## src/rtl/hpc_pkg.sv

```systemverilog
package hpc_pkg;

  localparam int unsigned PosW        = 16;
  localparam int unsigned HdrW        = 6;
  localparam int unsigned PrefixDepth = 6;
  localparam int unsigned SeenW       = 3;

  localparam logic [PosW-1:0] EthHdrBytes  = 16'd14;
  localparam logic [PosW-1:0] EtypeHiPos   = 16'd12;
  localparam logic [PosW-1:0] EtypeLoPos   = 16'd13;
  localparam logic [PosW-1:0] IhlPos       = 16'd14;
  localparam logic [PosW-1:0] TlenHiPos    = 16'd16;
  localparam logic [PosW-1:0] TlenLoPos    = 16'd17;
  localparam logic [PosW-1:0] ProtoPos     = 16'd23;
  localparam logic [PosW-1:0] TcpOffsetPos = 16'd26;
  localparam logic [PosW-1:0] IpMinFrame   = 16'd24;
  localparam logic [PosW-1:0] TcpMinFrame  = 16'd27;
  localparam logic [PosW-1:0] PosMax       = 16'hFFFF;

  localparam logic [15:0] EtherTypeIpv4 = 16'h0800;
  localparam logic [7:0]  ProtoTcp      = 8'd6;
  localparam logic [HdrW-1:0] MinHdrBytes = 6'd20;
  localparam logic [7:0]  MinPayloadReset = 8'd7;

  typedef enum logic [2:0] {
    MATCH_NONE   = 3'd0,
    MATCH_HTTP   = 3'd1,
    MATCH_GET    = 3'd2,
    MATCH_POST   = 3'd3,
    MATCH_PUT    = 3'd4,
    MATCH_DELETE = 3'd5,
    MATCH_HEAD   = 3'd6
  } match_kind_t;

  typedef enum logic [2:0] {
    DROP_NONE          = 3'd0,
    DROP_ETHERTYPE     = 3'd1,
    DROP_PROTOCOL      = 3'd2,
    DROP_SHORT_HEADER  = 3'd3,
    DROP_SHORT_PAYLOAD = 3'd4,
    DROP_NO_MATCH      = 3'd5,
    DROP_TRUNCATED     = 3'd6
  } drop_reason_t;

  typedef struct packed {
    logic valid;
    logic last;
  } stage_ctrl_t;

  typedef struct packed {
    logic         keep;
    match_kind_t  kind;
    drop_reason_t reason;
  } verdict_t;

endpackage

```

## src/rtl/hpc_in_stage.sv

```systemverilog
module hpc_in_stage import hpc_pkg::*; (
  input  logic        clk,
  input  logic        rst,
  input  logic        in_valid,
  input  logic [7:0]  data_byte,
  input  logic        last_byte,
  input  logic        advance,
  output logic        in_stall,
  output stage_ctrl_t stage,
  output logic [7:0]  stage_byte
);

  logic accept;

  assign in_stall = stage.valid && !advance;
  assign accept   = in_valid && !in_stall;

  always_ff @(posedge clk) begin
    if (rst) begin
      stage.valid <= 1'b0;
    end else begin
      stage.valid <= accept || (stage.valid && !advance);
    end
    if (accept) begin
      stage_byte <= data_byte;
      stage.last <= last_byte;
    end
  end

endmodule

```

## src/rtl/hpc_frame_parser.sv

```systemverilog
module hpc_frame_parser import hpc_pkg::*; (
  input  logic       clk,
  input  logic       rst,
  input  logic       advance,
  input  logic [7:0] data_byte,
  input  logic       last_byte,
  input  logic [7:0] min_payload_length,
  output verdict_t   verdict
);

  logic [PosW-1:0]  pos, pos_next;
  logic [15:0]      ether_type, ether_type_next;
  logic [7:0]       protocol, protocol_next;
  logic [HdrW-1:0]  ip_hdr, ip_hdr_next;
  logic [15:0]      total_len, total_len_next;
  logic [HdrW-1:0]  tcp_hdr, tcp_hdr_next;
  logic [SeenW-1:0] seen, seen_next;
  logic [7:0]       prefix [PrefixDepth];
  logic [7:0]       prefix_next [PrefixDepth];
  logic             prefix_we;

  logic [PosW-1:0]  tcp_pos;
  logic [PosW-1:0]  start_pos;
  logic [PosW-1:0]  rel_pos;
  logic [HdrW:0]    hdrs;
  logic [15:0]      plen;
  logic             m_http, m_get, m_post, m_put, m_delete, m_head;

  assign tcp_pos   = TcpOffsetPos + PosW'(ip_hdr);
  assign start_pos = EthHdrBytes + PosW'(ip_hdr) + PosW'(tcp_hdr);
  assign rel_pos   = pos - start_pos;

  always_comb begin
    ether_type_next = ether_type;
    protocol_next   = protocol;
    ip_hdr_next     = ip_hdr;
    total_len_next  = total_len;
    tcp_hdr_next    = tcp_hdr;
    seen_next       = seen;
    prefix_we       = 1'b0;
    for (int i = 0; i < PrefixDepth; i++) begin
      prefix_next[i] = prefix[i];
    end

    case (pos)
      EtypeHiPos: ether_type_next = {data_byte, 8'h00};
      EtypeLoPos: ether_type_next = ether_type | {8'h00, data_byte};
      IhlPos:     ip_hdr_next     = {data_byte[3:0], 2'b00};
      TlenHiPos:  total_len_next  = {data_byte, 8'h00};
      TlenLoPos:  total_len_next  = total_len | {8'h00, data_byte};
      ProtoPos:   protocol_next   = data_byte;
      default: ;
    endcase

    if (pos >= TcpOffsetPos && pos == tcp_pos) begin
      tcp_hdr_next = {data_byte[7:4], 2'b00};
    end else if (pos > tcp_pos && pos >= start_pos &&
                 rel_pos < PosW'(PrefixDepth) && seen < SeenW'(PrefixDepth)) begin
      prefix_we         = 1'b1;
      prefix_next[seen] = data_byte;
      seen_next         = seen + 1'b1;
    end

    pos_next = (pos == PosMax) ? pos : pos + 1'b1;
  end

  // pattern hits on the frame state including the current byte
  assign m_http   = seen_next >= 3'd4 && prefix_next[0] == "H" && prefix_next[1] == "T"
                    && prefix_next[2] == "T" && prefix_next[3] == "P";
  assign m_get    = seen_next >= 3'd3 && prefix_next[0] == "G" && prefix_next[1] == "E"
                    && prefix_next[2] == "T";
  assign m_post   = seen_next >= 3'd4 && prefix_next[0] == "P" && prefix_next[1] == "O"
                    && prefix_next[2] == "S" && prefix_next[3] == "T";
  assign m_put    = seen_next >= 3'd3 && prefix_next[0] == "P" && prefix_next[1] == "U"
                    && prefix_next[2] == "T";
  assign m_delete = seen_next >= 3'd6 && prefix_next[0] == "D" && prefix_next[1] == "E"
                    && prefix_next[2] == "L" && prefix_next[3] == "E"
                    && prefix_next[4] == "T" && prefix_next[5] == "E";
  assign m_head   = seen_next >= 3'd4 && prefix_next[0] == "H" && prefix_next[1] == "E"
                    && prefix_next[2] == "A" && prefix_next[3] == "D";

  assign hdrs = {1'b0, ip_hdr_next} + {1'b0, tcp_hdr_next};
  assign plen = total_len_next - 16'(hdrs);

  always_comb begin
    verdict.kind   = MATCH_NONE;
    verdict.reason = DROP_NONE;
    if (pos_next < EthHdrBytes) begin
      verdict.reason = DROP_TRUNCATED;
    end else if (ether_type_next != EtherTypeIpv4) begin
      verdict.reason = DROP_ETHERTYPE;
    end else if (pos_next < IpMinFrame) begin
      verdict.reason = DROP_TRUNCATED;
    end else if (protocol_next != ProtoTcp) begin
      verdict.reason = DROP_PROTOCOL;
    end else if (ip_hdr_next < MinHdrBytes) begin
      verdict.reason = DROP_SHORT_HEADER;
    end else if (pos_next < TcpMinFrame + PosW'(ip_hdr_next)) begin
      verdict.reason = DROP_TRUNCATED;
    end else if (tcp_hdr_next < MinHdrBytes) begin
      verdict.reason = DROP_SHORT_HEADER;
    end else if (total_len_next < 16'(hdrs)) begin
      verdict.reason = DROP_SHORT_PAYLOAD;
    end else if (plen < 16'(min_payload_length)) begin
      verdict.reason = DROP_SHORT_PAYLOAD;
    end else if (m_http) begin
      verdict.kind = MATCH_HTTP;
    end else if (m_get) begin
      verdict.kind = MATCH_GET;
    end else if (m_post) begin
      verdict.kind = MATCH_POST;
    end else if (m_put) begin
      verdict.kind = MATCH_PUT;
    end else if (m_delete) begin
      verdict.kind = MATCH_DELETE;
    end else if (m_head) begin
      verdict.kind = MATCH_HEAD;
    end else if (seen_next < SeenW'(PrefixDepth)) begin
      verdict.reason = DROP_TRUNCATED;
    end else begin
      verdict.reason = DROP_NO_MATCH;
    end
    verdict.keep = (verdict.reason == DROP_NONE);
  end

  always_ff @(posedge clk) begin
    if (rst) begin
      pos        <= '0;
      ether_type <= '0;
      protocol   <= '0;
      ip_hdr     <= '0;
      total_len  <= '0;
      tcp_hdr    <= '0;
      seen       <= '0;
    end else if (advance) begin
      if (last_byte) begin
        pos        <= '0;
        ether_type <= '0;
        protocol   <= '0;
        ip_hdr     <= '0;
        total_len  <= '0;
        tcp_hdr    <= '0;
        seen       <= '0;
      end else begin
        pos        <= pos_next;
        ether_type <= ether_type_next;
        protocol   <= protocol_next;
        ip_hdr     <= ip_hdr_next;
        total_len  <= total_len_next;
        tcp_hdr    <= tcp_hdr_next;
        seen       <= seen_next;
      end
    end
  end

  // entries at or above the fill count are never compared
  always_ff @(posedge clk) begin
    if (advance && prefix_we) begin
      prefix[seen] <= data_byte;
    end
  end

endmodule

```

## src/rtl/hpc_result_stage.sv

```systemverilog
module hpc_result_stage import hpc_pkg::*; (
  input  logic       clk,
  input  logic       rst,
  input  logic       load,
  input  verdict_t   verdict,
  input  logic       out_stall,
  output logic       out_valid,
  output logic       keep,
  output logic [2:0] match_kind,
  output logic [2:0] drop_reason
);

  always_ff @(posedge clk) begin
    if (rst) begin
      out_valid <= 1'b0;
    end else begin
      out_valid <= load || (out_valid && out_stall);
    end
  end

  always_ff @(posedge clk) begin
    if (load) begin
      keep        <= verdict.keep;
      match_kind  <= verdict.kind;
      drop_reason <= verdict.reason;
    end
  end

endmodule

```

## src/rtl/http_packet_classifier_unit.sv

```systemverilog
// Verdict path: the last byte enters the input register, then its verdict is loaded into the result register.
// Throughput: one byte per cycle, set by the single-pass parser stage between the
//   input register and the result register; a held result stalls input only on a last byte.
// Reset: synchronous rst clears the handshake state and the frame state and sets
//   min_payload_length to 7.
module http_packet_classifier_unit import hpc_pkg::*; (
  input  logic       clk,
  input  logic       rst,
  input  logic       cfg_wr_en,
  input  logic [7:0] cfg_wr_data,
  input  logic       in_valid,
  output logic       in_stall,
  input  logic [7:0] data_byte,
  input  logic       last_byte,
  output logic       out_valid,
  input  logic       out_stall,
  output logic       keep,
  output logic [2:0] match_kind,
  output logic [2:0] drop_reason
);

  logic [7:0]  min_payload_length;
  stage_ctrl_t stage;
  logic [7:0]  stage_byte;
  logic        advance;
  logic        load;
  verdict_t    verdict;

  always_ff @(posedge clk) begin
    if (rst) begin
      min_payload_length <= MinPayloadReset;
    end else if (cfg_wr_en) begin
      min_payload_length <= cfg_wr_data;
    end
  end

  assign advance = stage.valid && (!stage.last || !out_valid || !out_stall);
  assign load    = advance && stage.last;

  hpc_in_stage u_in_stage (
    .clk        (clk),
    .rst        (rst),
    .in_valid   (in_valid),
    .data_byte  (data_byte),
    .last_byte  (last_byte),
    .advance    (advance),
    .in_stall   (in_stall),
    .stage      (stage),
    .stage_byte (stage_byte)
  );

  hpc_frame_parser u_parser (
    .clk                (clk),
    .rst                (rst),
    .advance            (advance),
    .data_byte          (stage_byte),
    .last_byte          (stage.last),
    .min_payload_length (min_payload_length),
    .verdict            (verdict)
  );

  hpc_result_stage u_result (
    .clk         (clk),
    .rst         (rst),
    .load        (load),
    .verdict     (verdict),
    .out_stall   (out_stall),
    .out_valid   (out_valid),
    .keep        (keep),
    .match_kind  (match_kind),
    .drop_reason (drop_reason)
  );

  a_stall_only_on_held_result: assert property (@(posedge clk) disable iff (rst)
    in_stall |-> (out_valid && out_stall && stage.valid && stage.last))
    else $error("input stalled without a held result");

  a_result_from_last_byte: assert property (@(posedge clk) disable iff (rst)
    (out_valid && !$past(out_valid)) |-> $past(stage.valid && stage.last))
    else $error("result without a last byte");

  a_keep_consistent: assert property (@(posedge clk) disable iff (rst)
    out_valid |-> ((keep == (drop_reason == DROP_NONE)) && (keep || match_kind == MATCH_NONE)
                   && (!keep || match_kind != MATCH_NONE)))
    else $error("keep, match kind and drop reason disagree");

endmodule

```

## config.mk

```make
export PLATFORM = sky130hd
export DESIGN_NAME = http_packet_classifier_unit
export DESIGN_NICKNAME = d
export VERILOG_FILES = /design/src/rtl/hpc_pkg.sv /design/src/rtl/hpc_in_stage.sv /design/src/rtl/hpc_frame_parser.sv /design/src/rtl/hpc_result_stage.sv /design/src/rtl/http_packet_classifier_unit.sv
export SDC_FILE = /design/constraint.sdc
export NUM_CORES = 1
export LEC_CHECK = 0
export ABC_AREA = 1
export BUFFER_PORTS_ARGS = -buffer_cell sky130_fd_sc_hd__buf_2
export CAP_MARGIN = 5
export CORE_ASPECT_RATIO = 1.4
export CORE_MARGIN = 1
export CORE_UTILIZATION = 50
export CTS_CLUSTER_DIAMETER = 30
export DETAILED_ROUTE_END_ITERATION = 6
export PLACE_DENSITY = 0.71
export SKIP_LAST_GASP = 1
export SLEW_MARGIN = 30
export SYNTH_ARGS = -nofsm -noshare
export SYNTH_HDL_FRONTEND = slang
export SYNTH_SLANG_ARGS = --single-unit
export TNS_END_PERCENT = 20
```

## constraint.sdc

```tcl
create_clock -name clk -period 5 [get_ports clk]
set_input_delay 0 -clock clk [delete_from_list [all_inputs] [get_ports clk]]
set_output_delay 0 -clock clk [all_outputs]
set_load 0.01 [all_outputs]
```

==> report_table.html, run 1 <==
<table>
<tr><th>Metric</th><th>Value</th></tr>
<tr><th colspan="2">Setup path</th></tr>
<tr><td>R2R Setup Slk</td><td>-0.27 ns</td></tr>
<tr><td>Sort of element at the start of the critical path</td><td>flip-flop</td></tr>
<tr><td>Logic depth of the worst setup path including buffers</td><td>37</td></tr>
<tr><td>Signal arrival time at the worst endpoint</td><td>5.45 ns</td></tr>
<tr><td>Most prevalent standard cell on the critical path</td><td>sky130_fd_sc_hd__nand2_1</td></tr>
<tr><td>Setup CP Type</td><td>flip-flop to flip-flop</td></tr>
<tr><td>Cell with the largest stage delay on the worst path</td><td>sky130_fd_sc_hd__dfxtp_2</td></tr>
<tr><td>Longest individual stage delay on the worst path</td><td>0.33 ns</td></tr>
<tr><td>CP Capture Type</td><td>flip-flop</td></tr>
<tr><td>Startpoint of the lowest-slack register-to-register path</td><td>u_parser.ip_hdr[2]$_SDFFE_PP0P_</td></tr>
<tr><td>Biggest fanout along the worst timing path</td><td>4</td></tr>
<tr><td>Worst R2R Path Depth</td><td>37</td></tr>
<tr><td>R2R Path End</td><td>u_result.keep$_DFFE_PP_</td></tr>
<tr><td>Crit path buffers/inverters</td><td>5</td></tr>
<tr><td>Endpoint required time on the critical path</td><td>5.19 ns</td></tr>
<tr><td>Top cell family by delay on the critical path</td><td>simple AND/OR/NAND/NOR gates</td></tr>
<tr><th colspan="2">Timing</th></tr>
<tr><td>Unrepaired setup endpoints after global routing</td><td>yes</td></tr>
<tr><td>Final period demand of the worst path</td><td>5.268 ns</td></tr>
<tr><td>Clock skew after layout</td><td>0.008792 ns</td></tr>
<tr><td>Final worst path period share</td><td>105.4%</td></tr>
<tr><td>PnR worst setup slack</td><td>-0.2675 ns</td></tr>
<tr><td>Hold violation count in the final report</td><td>0</td></tr>
<tr><td>Number of setup violations in the final report</td><td>7</td></tr>
<tr><td>Pin slew with the least headroom to its limit</td><td>0.8330 ns</td></tr>
<tr><td>Min Hold Slack</td><td>0.03081 ns</td></tr>
<tr><td>Highest attainable clock frequency</td><td>0.1898 GHz</td></tr>
<tr><td>Setup TNS</td><td>-1.277 ns</td></tr>
<tr><td>Relative slew slack</td><td>44.33%</td></tr>
<tr><td>Pins over their slew limit</td><td>0</td></tr>
<tr><th colspan="2">Run</th></tr>
<tr><td>Count of max-cap constraint violations</td><td>0</td></tr>
<tr><th colspan="2">Final layout</th></tr>
<tr><td>Area of all placed cells without fillers</td><td>13030 sq um</td></tr>
<tr><td>Antenna diodes</td><td>0</td></tr>
<tr><td>Top library cells by usage in the layout, fill and taps aside</td><td>sky130_fd_sc_hd__nand2_1, sky130_fd_sc_hd__inv_1, sky130_fd_sc_hd__buf_4</td></tr>
<tr><td>Most common library cell in the layout ignoring fill and taps</td><td>sky130_fd_sc_hd__nand2_1</td></tr>
<tr><td>Layout Nets</td><td>1768</td></tr>
<tr><td>Synthesis-to-finish area growth</td><td>28.46%</td></tr>
<tr><td>Share of cells above drive strength 1</td><td>22.47%</td></tr>
<tr><th colspan="2">Pwr</th></tr>
<tr><td>Gate power share</td><td>4.3%</td></tr>
<tr><td>Power per cell area</td><td>198.7 nW/um^2</td></tr>
<tr><td>Reported net switching power</td><td>0.6490 mW</td></tr>
<tr><td>Proportion of total power due to net switching</td><td>25.07%</td></tr>
<tr><td>IR Drop Worst-Case VDD</td><td>0.0002448 V</td></tr>
<tr><td>Static leakage</td><td>5.964 nW</td></tr>
<tr><td>Clock power frac</td><td>47.1%</td></tr>
<tr><td>Internal power of the cells</td><td>1.940 mW</td></tr>
<tr><td>Power share of the sequential group</td><td>48.6%</td></tr>
<tr><th colspan="2">Yosys</th></tr>
<tr><td>Post-synthesis average cell area</td><td>6.880 sq um</td></tr>
<tr><td>Share of Yosys cell area claimed by the top area cell type</td><td>18.95%</td></tr>
<tr><td>Share of async-settable or async-resettable flops after synthesis</td><td>0%</td></tr>
<tr><td>Yosys Warn Count</td><td>0</td></tr>
<tr><td>Total standard cell area after synthesis</td><td>10140 sq um</td></tr>
<tr><td>Seq/Total Area, Yosys</td><td>34.94%</td></tr>
<tr><td>Leading register cell type out of synthesis</td><td>sky130_fd_sc_hd__dfxtp_1</td></tr>
<tr><td>Dominant cells by area after synthesis</td><td>sky130_fd_sc_hd__edfxtp_1, sky130_fd_sc_hd__nand2_1, sky130_fd_sc_hd__dfxtp_1, sky130_fd_sc_hd__inv_1, sky130_fd_sc_hd__ha_1</td></tr>
<tr><td>Synthesized Nets</td><td>1555</td></tr>
<tr><td>Cell variety after synth</td><td>49</td></tr>
<tr><td>Syn Inst Count</td><td>1474</td></tr>
<tr><td>Post-synth EDFFs</td><td>64</td></tr>
<tr><td>Biggest area consumer among synthesized cells</td><td>sky130_fd_sc_hd__edfxtp_1</td></tr>
<tr><td>Flop and latch count out of synthesis</td><td>145</td></tr>
<tr><th colspan="2">Drt</th></tr>
<tr><td>Post-detailed-route via-to-cell ratio</td><td>5.395</td></tr>
<tr><td>Number of detailed-routing iterations run before antenna repair</td><td>5</td></tr>
<tr><td>DRC violations left</td><td>0</td></tr>
<tr><td>WL per Instance</td><td>15.69 um</td></tr>
<tr><td>Total number of vias</td><td>10530</td></tr>
<tr><td>Remaining number of nets flagged by the antenna check after routing</td><td>0</td></tr>
<tr><td>Number of DRC markers in iteration 0</td><td>768</td></tr>
<tr><td>Aggregate routed wire length</td><td>30.62 mm</td></tr>
<tr><th colspan="2">Floorplan</th></tr>
<tr><td>Count of standard-cell rows</td><td>61</td></tr>
<tr><td>Die outline height</td><td>170.5 um</td></tr>
<tr><td>I/O pin count</td><td>31</td></tr>
<tr><td>Initial cell density of the core</td><td>51.10%</td></tr>
<tr><td>Die area</td><td>20860 sq um</td></tr>
<tr><td>Horizontal die dimension</td><td>122.4 um</td></tr>
<tr><td>Floorplan Core Area</td><td>19840 sq um</td></tr>
<tr><th colspan="2">Worst hold path</th></tr>
<tr><td>Startpoint of the worst hold path</td><td>cfg_wr_en</td></tr>
<tr><td>Number of instances on the worst hold path</td><td>3</td></tr>
<tr><td>End point of the most critical hold path</td><td>min_payload_length[5]$_SDFFE_PP0P_</td></tr>
<tr><td>Path class of the lowest-slack min-delay path</td><td>input port to flip-flop</td></tr>
<tr><th colspan="2">Placement</th></tr>
<tr><td>Total placed instance area</td><td>11730 sq um</td></tr>
<tr><td>Input/output buffers</td><td>30</td></tr>
<tr><td>RePlAce Congestion</td><td>0.9478</td></tr>
<tr><td>Minimum setup slack after placement</td><td>-0.5566 ns</td></tr>
<tr><td>Total half-perimeter wirelength after legalization and detailed placement</td><td>22.40 mm</td></tr>
<tr><th colspan="2">Clock tree</th></tr>
<tr><td>Clock-pin transition on the worst setup and hold timing paths</td><td>0.07 ns</td></tr>
<tr><td>Source-to-sink clock delay at the later pin of the worst-skew pair</td><td>0.43 ns</td></tr>
<tr><td>Maximum clock insertion buffer count</td><td>2</td></tr>
<tr><td>Htree depth</td><td>4</td></tr>
<tr><td>Number of clock buffers inserted by TritonCTS</td><td>17</td></tr>
<tr><td>Clock sink count</td><td>145</td></tr>
<tr><td>TritonCTS clock tree</td><td>done</td></tr>
<tr><td>Clock Tree Root</td><td>sky130_fd_sc_hd__clkbuf_16</td></tr>
<tr><th colspan="2">Global route</th></tr>
<tr><td>Gr usage total</td><td>29.78%</td></tr>
<tr><td>GRT overflow</td><td>0</td></tr>
<tr><td>Initial antenna violation count</td><td>0</td></tr>
<tr><td>Global-route wire length before repair</td><td>48.10 mm</td></tr>
<tr><td>Maximum number of pins on one net before global-route repair</td><td>74</td></tr>
<tr><td>Via count of the first global-routing pass</td><td>10040</td></tr>
<tr><th colspan="2">Run status</th></tr>
<tr><td>Violations in the final reports</td><td>negative setup slack</td></tr>
<tr><td>Run status</td><td>finished with violations</td></tr>
</table>
## power groups by stage
stage / registers, mW / clock network, mW / logic [mW]
after floorplan: 1.28 / 0 / 0.0470
after global placement: 1.28 / 0 / 0.0922
after detailed placement: 1.28 / 0 / 0.0932
after CTS: 1.26 / 1.23 / 0.109
after global routing: 1.26 / 1.28 / 0.120
final: 1.26 / 1.22 / 0.112
## layer usage
| metal | vias to the layer above | GRT usage [%] | routed length (um) |
|---|---|---|---|
| met5 | - | 0 | 0 |
| met4 | 0 | 18.40 | 1750 |
| met3 | 119 | 4.067 | 1440 |
| met2 | 343 | 52.47 | 15460 |
| met1 | 4842 | 33.50 | 11970 |
| li1 | 5228 | - | - |
## layout make-up
cell class              instances  area (sq um)
clock inverters                15         143.9
repair buffers                228          1794
multi-input cells            1090          6032
clock buffers                  17         425.4
fillers                      1748          6817
flip-flops and latches        145          3547
well taps                     252         315.3
inverters                     205         769.5
## tightest hold or removal path: stages
cell and delay (ns):
sky130_fd_sc_hd__buf_2 0.12, sky130_fd_sc_hd__inv_1 0.15, sky130_fd_sc_hd__a21oi_1 0.15
## sequential cells by signal, indices dropped and copies added (netlist names)
| signal | cells |
|---|---|
| u_parser.prefix | 48 |
| u_parser.ether_type | 16 |
| u_parser.pos | 16 |
| u_parser.total_len | 16 |
| min_payload_length | 8 |
| u_in_stage.stage_byte | 8 |
| u_parser.protocol | 8 |
| u_parser.ip_hdr | 6 |
| u_parser.tcp_hdr | 6 |
| u_parser.seen | 3 |
| u_result.drop_reason | 3 |
| u_result.match_kind | 3 |
| u_in_stage.stage | 2 |
| u_result.keep | 1 |
| u_result.out_valid | 1 |
## synth_stat cells, types with 3 or more instances
| library cell | count |
|---|---|
| sky130_fd_sc_hd__a21oi_1 | 106 |
| sky130_fd_sc_hd__a22oi_1 | 4 |
| sky130_fd_sc_hd__buf_6 | 4 |
| sky130_fd_sc_hd__clkbuf_1 | 26 |
| sky130_fd_sc_hd__clkinv_1 | 3 |
| sky130_fd_sc_hd__dfxtp_1 | 81 |
| sky130_fd_sc_hd__edfxtp_1 | 64 |
| sky130_fd_sc_hd__fa_1 | 4 |
| sky130_fd_sc_hd__ha_1 | 55 |
| sky130_fd_sc_hd__inv_1 | 190 |
| sky130_fd_sc_hd__inv_2 | 12 |
| sky130_fd_sc_hd__mux2i_1 | 4 |
| sky130_fd_sc_hd__nand2_1 | 447 |
| sky130_fd_sc_hd__nand2_2 | 17 |
| sky130_fd_sc_hd__nand3_1 | 85 |
| sky130_fd_sc_hd__nand3_2 | 7 |
| sky130_fd_sc_hd__nand3b_1 | 5 |
| sky130_fd_sc_hd__nand4_1 | 28 |
| sky130_fd_sc_hd__nor2_1 | 125 |
| sky130_fd_sc_hd__nor2_2 | 7 |
| sky130_fd_sc_hd__nor2_4 | 9 |
| sky130_fd_sc_hd__nor3_1 | 16 |
| sky130_fd_sc_hd__nor3b_1 | 6 |
| sky130_fd_sc_hd__nor4_1 | 11 |
| sky130_fd_sc_hd__o21a_1 | 4 |
| sky130_fd_sc_hd__o21ai_0 | 80 |
| sky130_fd_sc_hd__o21ai_1 | 5 |
| sky130_fd_sc_hd__o22ai_1 | 7 |
| sky130_fd_sc_hd__or2_2 | 4 |
| sky130_fd_sc_hd__or4_1 | 3 |
| sky130_fd_sc_hd__xnor2_1 | 4 |
| sky130_fd_sc_hd__xor2_1 | 24 |
## repair_timing
action / in CTS / in global routing
gates cloned: 0 / 2
buffers inserted: 6 / 4
hold buffers: 23 / 0
gates resized for setup: 28 / 75
hold endpoints to repair: 18 / 0
pin swaps: 27 / 45
setup endpoints to repair: 7 / 7
## stage by stage
stage	std cells	power, mW	utilization (%)
after floorplan	1474	1.328	-
after global placement	1885	1.374	59.12
after detailed placement	1885	1.376	59.12
after CTS	1946	2.598	63.82
after global routing	1952	2.658	65.65
final	1952	2.589	65.65
## cells by family (layout without fill, tap and decap cells)
kind of cell / count (synthesis) / count (layout) / share of synthesized area [%]
AO/OA/AOI/OAI: 220 / 220 / 11.54
XOR/XNOR: 28 / 28 / 2.418
adder cells (fa/ha/maj): 59 / 59 / 7.576
buffers and inverters: 239 / 465 / 9.241
flip-flops: 145 / 145 / 34.94
multiplexers: 6 / 6 / 0.6169
AND/OR/NAND/NOR: 777 / 777 / 33.67
## how the worst max path moves through the flow
stage,startpoint,end,slack (ns)
floorplan,u_parser.ip_hdr[1]$_SDFFE_PP0P_,u_result.keep$_DFFE_PP_,0.03
global placement,u_parser.ip_hdr[1]$_SDFFE_PP0P_,u_result.keep$_DFFE_PP_,-0.35
detailed placement,u_parser.ip_hdr[2]$_SDFFE_PP0P_,u_result.keep$_DFFE_PP_,-0.56
CTS,u_parser.ip_hdr[2]$_SDFFE_PP0P_,u_result.keep$_DFFE_PP_,-0.33
global route,u_parser.ip_hdr[1]$_SDFFE_PP0P_,u_result.drop_reason[2]$_DFFE_PP_,-0.59
finish,u_parser.ip_hdr[2]$_SDFFE_PP0P_,u_result.keep$_DFFE_PP_,-0.27
Note: power is estimated with default switching activity, not from simulation.
==> run 2: changes to the inputs <==
--- a/config.mk
+++ b/config.mk
@@ -14,6 +14,7 @@
 export CTS_CLUSTER_DIAMETER = 30
 export DETAILED_ROUTE_END_ITERATION = 6
 export PLACE_DENSITY = 0.71
+export SKIP_CTS_REPAIR_TIMING = 1
 export SKIP_LAST_GASP = 1
 export SLEW_MARGIN = 30
 export SYNTH_ARGS = -nofsm -noshare
==> report_table.html, run 2 (synthesis results as in run 1) <==
<table>
<tr><th>Metric</th><th>Value</th></tr>
<tr><th colspan="2">Clock tree</th></tr>
<tr><td>Clock-pin transition on the worst setup and hold timing paths</td><td>0.07 ns (about the same)</td></tr>
<tr><td>Clock sink count</td><td>145 (unchanged)</td></tr>
<tr><td>Number of clock buffers inserted by TritonCTS</td><td>17 (unchanged)</td></tr>
<tr><td>TritonCTS clock tree</td><td>done (unchanged)</td></tr>
<tr><td>Clock Tree Root</td><td>sky130_fd_sc_hd__clkbuf_16 (unchanged)</td></tr>
<tr><td>Htree depth</td><td>4 (unchanged)</td></tr>
<tr><td>Source-to-sink clock delay at the later pin of the worst-skew pair</td><td>0.44 ns (was 0.43 ns)</td></tr>
<tr><td>Maximum clock insertion buffer count</td><td>2 (unchanged)</td></tr>
<tr><th colspan="2">Timing</th></tr>
<tr><td>Min Hold Slack</td><td>0.03716 ns (was 0.03081 ns)</td></tr>
<tr><td>Hold violation count in the final report</td><td>0 (unchanged)</td></tr>
<tr><td>Relative slew slack</td><td>44.35% (was 44.33%)</td></tr>
<tr><td>Highest attainable clock frequency</td><td>0.1838 GHz (was 0.1898 GHz)</td></tr>
<tr><td>Pins over their slew limit</td><td>0 (unchanged)</td></tr>
<tr><td>Clock skew after layout</td><td>0.01011 ns (was 0.008792 ns)</td></tr>
<tr><td>Number of setup violations in the final report</td><td>7 (unchanged)</td></tr>
<tr><td>Final period demand of the worst path</td><td>5.440 ns (was 5.268 ns)</td></tr>
<tr><td>Unrepaired setup endpoints after global routing</td><td>yes (unchanged)</td></tr>
<tr><td>Pin slew with the least headroom to its limit</td><td>0.8328 ns (was 0.8330 ns)</td></tr>
<tr><td>Final worst path period share</td><td>108.8% (was 105.4%)</td></tr>
<tr><td>PnR worst setup slack</td><td>-0.4402 ns (was -0.2675 ns)</td></tr>
<tr><th colspan="2">Drt</th></tr>
<tr><td>WL per Instance</td><td>15.65 um (was 15.69 um)</td></tr>
<tr><td>Aggregate routed wire length</td><td>30.52 mm (was 30.62 mm)</td></tr>
<tr><td>Number of detailed-routing iterations run before antenna repair</td><td>5 (unchanged)</td></tr>
<tr><td>Remaining number of nets flagged by the antenna check after routing</td><td>0 (unchanged)</td></tr>
<tr><td>Number of DRC markers in iteration 0</td><td>734 (was 768)</td></tr>
<tr><td>DRC violations left</td><td>0 (unchanged)</td></tr>
<tr><td>Total number of vias</td><td>10490 (was 10530)</td></tr>
<tr><td>Post-detailed-route via-to-cell ratio</td><td>5.381 (was 5.395)</td></tr>
<tr><th colspan="2">Pwr</th></tr>
<tr><td>IR Drop Worst-Case VDD</td><td>0.0002470 V (was 0.0002448 V)</td></tr>
<tr><td>Static leakage</td><td>5.942 nW (was 5.964 nW)</td></tr>
<tr><td>Power per cell area</td><td>201.0 nW/um^2 (was 198.7 nW/um^2)</td></tr>
<tr><th colspan="2">Floorplan</th></tr>
<tr><td>Count of standard-cell rows</td><td>61 (unchanged)</td></tr>
<tr><td>Die outline height</td><td>170.5 um (unchanged)</td></tr>
<tr><td>Initial cell density of the core</td><td>51.10% (unchanged)</td></tr>
<tr><td>Die area</td><td>20860 sq um (unchanged)</td></tr>
<tr><td>Floorplan Core Area</td><td>19840 sq um (unchanged)</td></tr>
<tr><td>I/O pin count</td><td>31 (unchanged)</td></tr>
<tr><td>Horizontal die dimension</td><td>122.4 um (unchanged)</td></tr>
<tr><th colspan="2">Global route</th></tr>
<tr><td>Global-route wire length before repair</td><td>46.98 mm (was 48.10 mm)</td></tr>
<tr><td>Initial antenna violation count</td><td>0 (unchanged)</td></tr>
<tr><td>Via count of the first global-routing pass</td><td>9794 (was 10040)</td></tr>
<tr><td>GRT overflow</td><td>0 (unchanged)</td></tr>
<tr><td>Gr usage total</td><td>29.05% (was 29.78%)</td></tr>
<tr><td>Maximum number of pins on one net before global-route repair</td><td>74 (unchanged)</td></tr>
<tr><th colspan="2">Placement</th></tr>
<tr><td>Inst Count DP</td><td>1885 (unchanged)</td></tr>
<tr><td>Total half-perimeter wirelength after legalization and detailed placement</td><td>22.40 mm (unchanged)</td></tr>
<tr><td>RePlAce Congestion</td><td>0.9478 (unchanged)</td></tr>
<tr><td>Input/output buffers</td><td>30 (unchanged)</td></tr>
<tr><td>Minimum setup slack after placement</td><td>-0.5566 ns (unchanged)</td></tr>
<tr><th colspan="2">Setup path</th></tr>
<tr><td>CP Capture Type</td><td>flip-flop (unchanged)</td></tr>
<tr><td>R2R Path End</td><td>u_result.keep$_DFFE_PP_ (unchanged)</td></tr>
<tr><td>Signal arrival time at the worst endpoint</td><td>5.63 ns (was 5.45 ns)</td></tr>
<tr><td>Worst R2R Path Depth</td><td>38 (was 37)</td></tr>
<tr><td>Sort of element at the start of the critical path</td><td>flip-flop (unchanged)</td></tr>
<tr><td>Most prevalent standard cell on the critical path</td><td>sky130_fd_sc_hd__nand2_1 (unchanged)</td></tr>
<tr><td>Longest individual stage delay on the worst path</td><td>0.39 ns (was 0.33 ns)</td></tr>
<tr><td>Cell with the largest stage delay on the worst path</td><td>sky130_fd_sc_hd__fa_2 (was sky130_fd_sc_hd__dfxtp_2)</td></tr>
<tr><td>Setup CP Type</td><td>flip-flop to flip-flop (unchanged)</td></tr>
<tr><td>Biggest fanout along the worst timing path</td><td>3 (was 4)</td></tr>
<tr><td>Endpoint required time on the critical path</td><td>5.19 ns (about the same)</td></tr>
<tr><td>Startpoint of the lowest-slack register-to-register path</td><td>u_parser.ip_hdr[2]$_SDFFE_PP0P_ (unchanged)</td></tr>
<tr><td>R2R Setup Slk</td><td>-0.44 ns (was -0.27 ns)</td></tr>
<tr><th colspan="2">Final layout</th></tr>
<tr><td>Post-route core utilization</td><td>65.01% (was 65.65%)</td></tr>
<tr><td>Synthesis-to-finish area growth</td><td>27.22% (was 28.46%)</td></tr>
<tr><td>Layout Nets</td><td>1766 (was 1768)</td></tr>
<tr><td>Top reg by flops</td><td>u_parser.prefix (unchanged)</td></tr>
<tr><td>Number of filler instances in the final layout</td><td>1771 (was 1748)</td></tr>
<tr><td>Antenna diodes</td><td>0 (unchanged)</td></tr>
<tr><td>Most common library cell in the layout ignoring fill and taps</td><td>sky130_fd_sc_hd__nand2_1 (unchanged)</td></tr>
<tr><td>Max reg flops</td><td>48 (unchanged)</td></tr>
<tr><td>Final non-filler cell total</td><td>1950 (was 1952)</td></tr>
<tr><td>Top library cells by usage in the layout, fill and taps aside</td><td>sky130_fd_sc_hd__nand2_1, sky130_fd_sc_hd__inv_1, sky130_fd_sc_hd__buf_4 (unchanged)</td></tr>
<tr><td>Share of cells above drive strength 1</td><td>21.02% (was 22.47%)</td></tr>
<tr><th colspan="2">Run status</th></tr>
<tr><td>Violations in the final reports</td><td>negative setup slack (unchanged)</td></tr>
<tr><td>Run status</td><td>finished with violations (unchanged)</td></tr>
<tr><th colspan="2">Run</th></tr>
<tr><td>Count of max-cap constraint violations</td><td>0 (unchanged)</td></tr>
<tr><th colspan="2">Worst hold path</th></tr>
<tr><td>Number of instances on the worst hold path</td><td>5 (was 3)</td></tr>
<tr><td>End point of the most critical hold path</td><td>u_in_stage.stage[1]$_SDFF_PP0_ (was min_payload_length[5]$_SDFFE_PP0P_)</td></tr>
<tr><td>Startpoint of the worst hold path</td><td>out_stall (was cfg_wr_en)</td></tr>
<tr><td>Path class of the lowest-slack min-delay path</td><td>input port to flip-flop (unchanged)</td></tr>
</table>
run 2: cell count changes in the layout (fill, tap and decap cells not counted), moves of 3 or more:
cell / delta
sky130_fd_sc_hd__nand2_2: -10
sky130_fd_sc_hd__nand2_1: +10
sky130_fd_sc_hd__inv_2: -3
sky130_fd_sc_hd__ha_1: +3
sky130_fd_sc_hd__inv_1: +3
run 2: stage by stage:
| step | instance area (sq um) | TNS [ns] | power [mW] |
|---|---|---|---|
| finish | 12900 | -2.801 | 2.593 |
| global route | 12900 | -4.721 | 2.657 |
| CTS | 12300 | -3.505 | 2.583 |
| detailed placement | 11730 | -3.158 | 1.376 |
| global placement | 11730 | -2.115 | 1.374 |
| floorplan | 10150 | 0 | 1.328 |
run 2: worst max-delay path by stage:
stage | from | end | slack, ns
CTS | u_parser.ip_hdr[2]$_SDFFE_PP0P_ | u_result.keep$_DFFE_PP_ | -0.59
floorplan | u_parser.ip_hdr[1]$_SDFFE_PP0P_ | u_result.keep$_DFFE_PP_ | 0.03
global route | u_parser.ip_hdr[1]$_SDFFE_PP0P_ | u_result.keep$_DFFE_PP_ | -0.74
finish | u_parser.ip_hdr[2]$_SDFFE_PP0P_ | u_result.keep$_DFFE_PP_ | -0.44
detailed placement | u_parser.ip_hdr[2]$_SDFFE_PP0P_ | u_result.keep$_DFFE_PP_ | -0.56
global placement | u_parser.ip_hdr[1]$_SDFFE_PP0P_ | u_result.keep$_DFFE_PP_ | -0.35
run 2: power by group:
part	leakage (nW)	switching, mW	total, mW	internal [mW]
combinational	4.43	0.0764	0.112	0.0354
clock	0.275	0.566	1.22	0.658
sequential	1.24	0.0112	1.26	1.25
run 2: metal layers:
layer	vias to the layer above	routed length (um)	part of all wire (%)	global-route usage, %
met5	-	0	0	0
met4	0	1581	5.2	17.71
met3	110	1373	4.5	4.100
met2	312	15460	51	51.03
met1	4839	12100	40	32.83
li1	5231	-	-	-
run 2: layout make-up:
| cell class | instances | area [sq um] | share of cell area, % |
|---|---|---|---|
| flip-flops and latches | 145 | 3546 | 27.49 |
| clock inverters | 15 | 143.9 | 1.115 |
| clock buffers | 17 | 425.4 | 3.297 |
| repair buffers | 226 | 1762 | 13.66 |
| well taps | 252 | 315.3 | 2.444 |
| inverters | 205 | 769.5 | 5.965 |
| multi-input cells | 1090 | 5939 | 46.04 |
run 2: critical path: cells and delay by family (launching register included):
family / cells / cell delay (ns)
AND/OR/NAND/NOR: 20 / 1.75
adder cells (fa/ha/maj): 6 / 1.70
AO/OA/AOI/OAI: 6 / 0.77
XOR/XNOR: 3 / 0.41
flip-flops: 1 / 0.33
buffers and inverters: 3 / 0.21
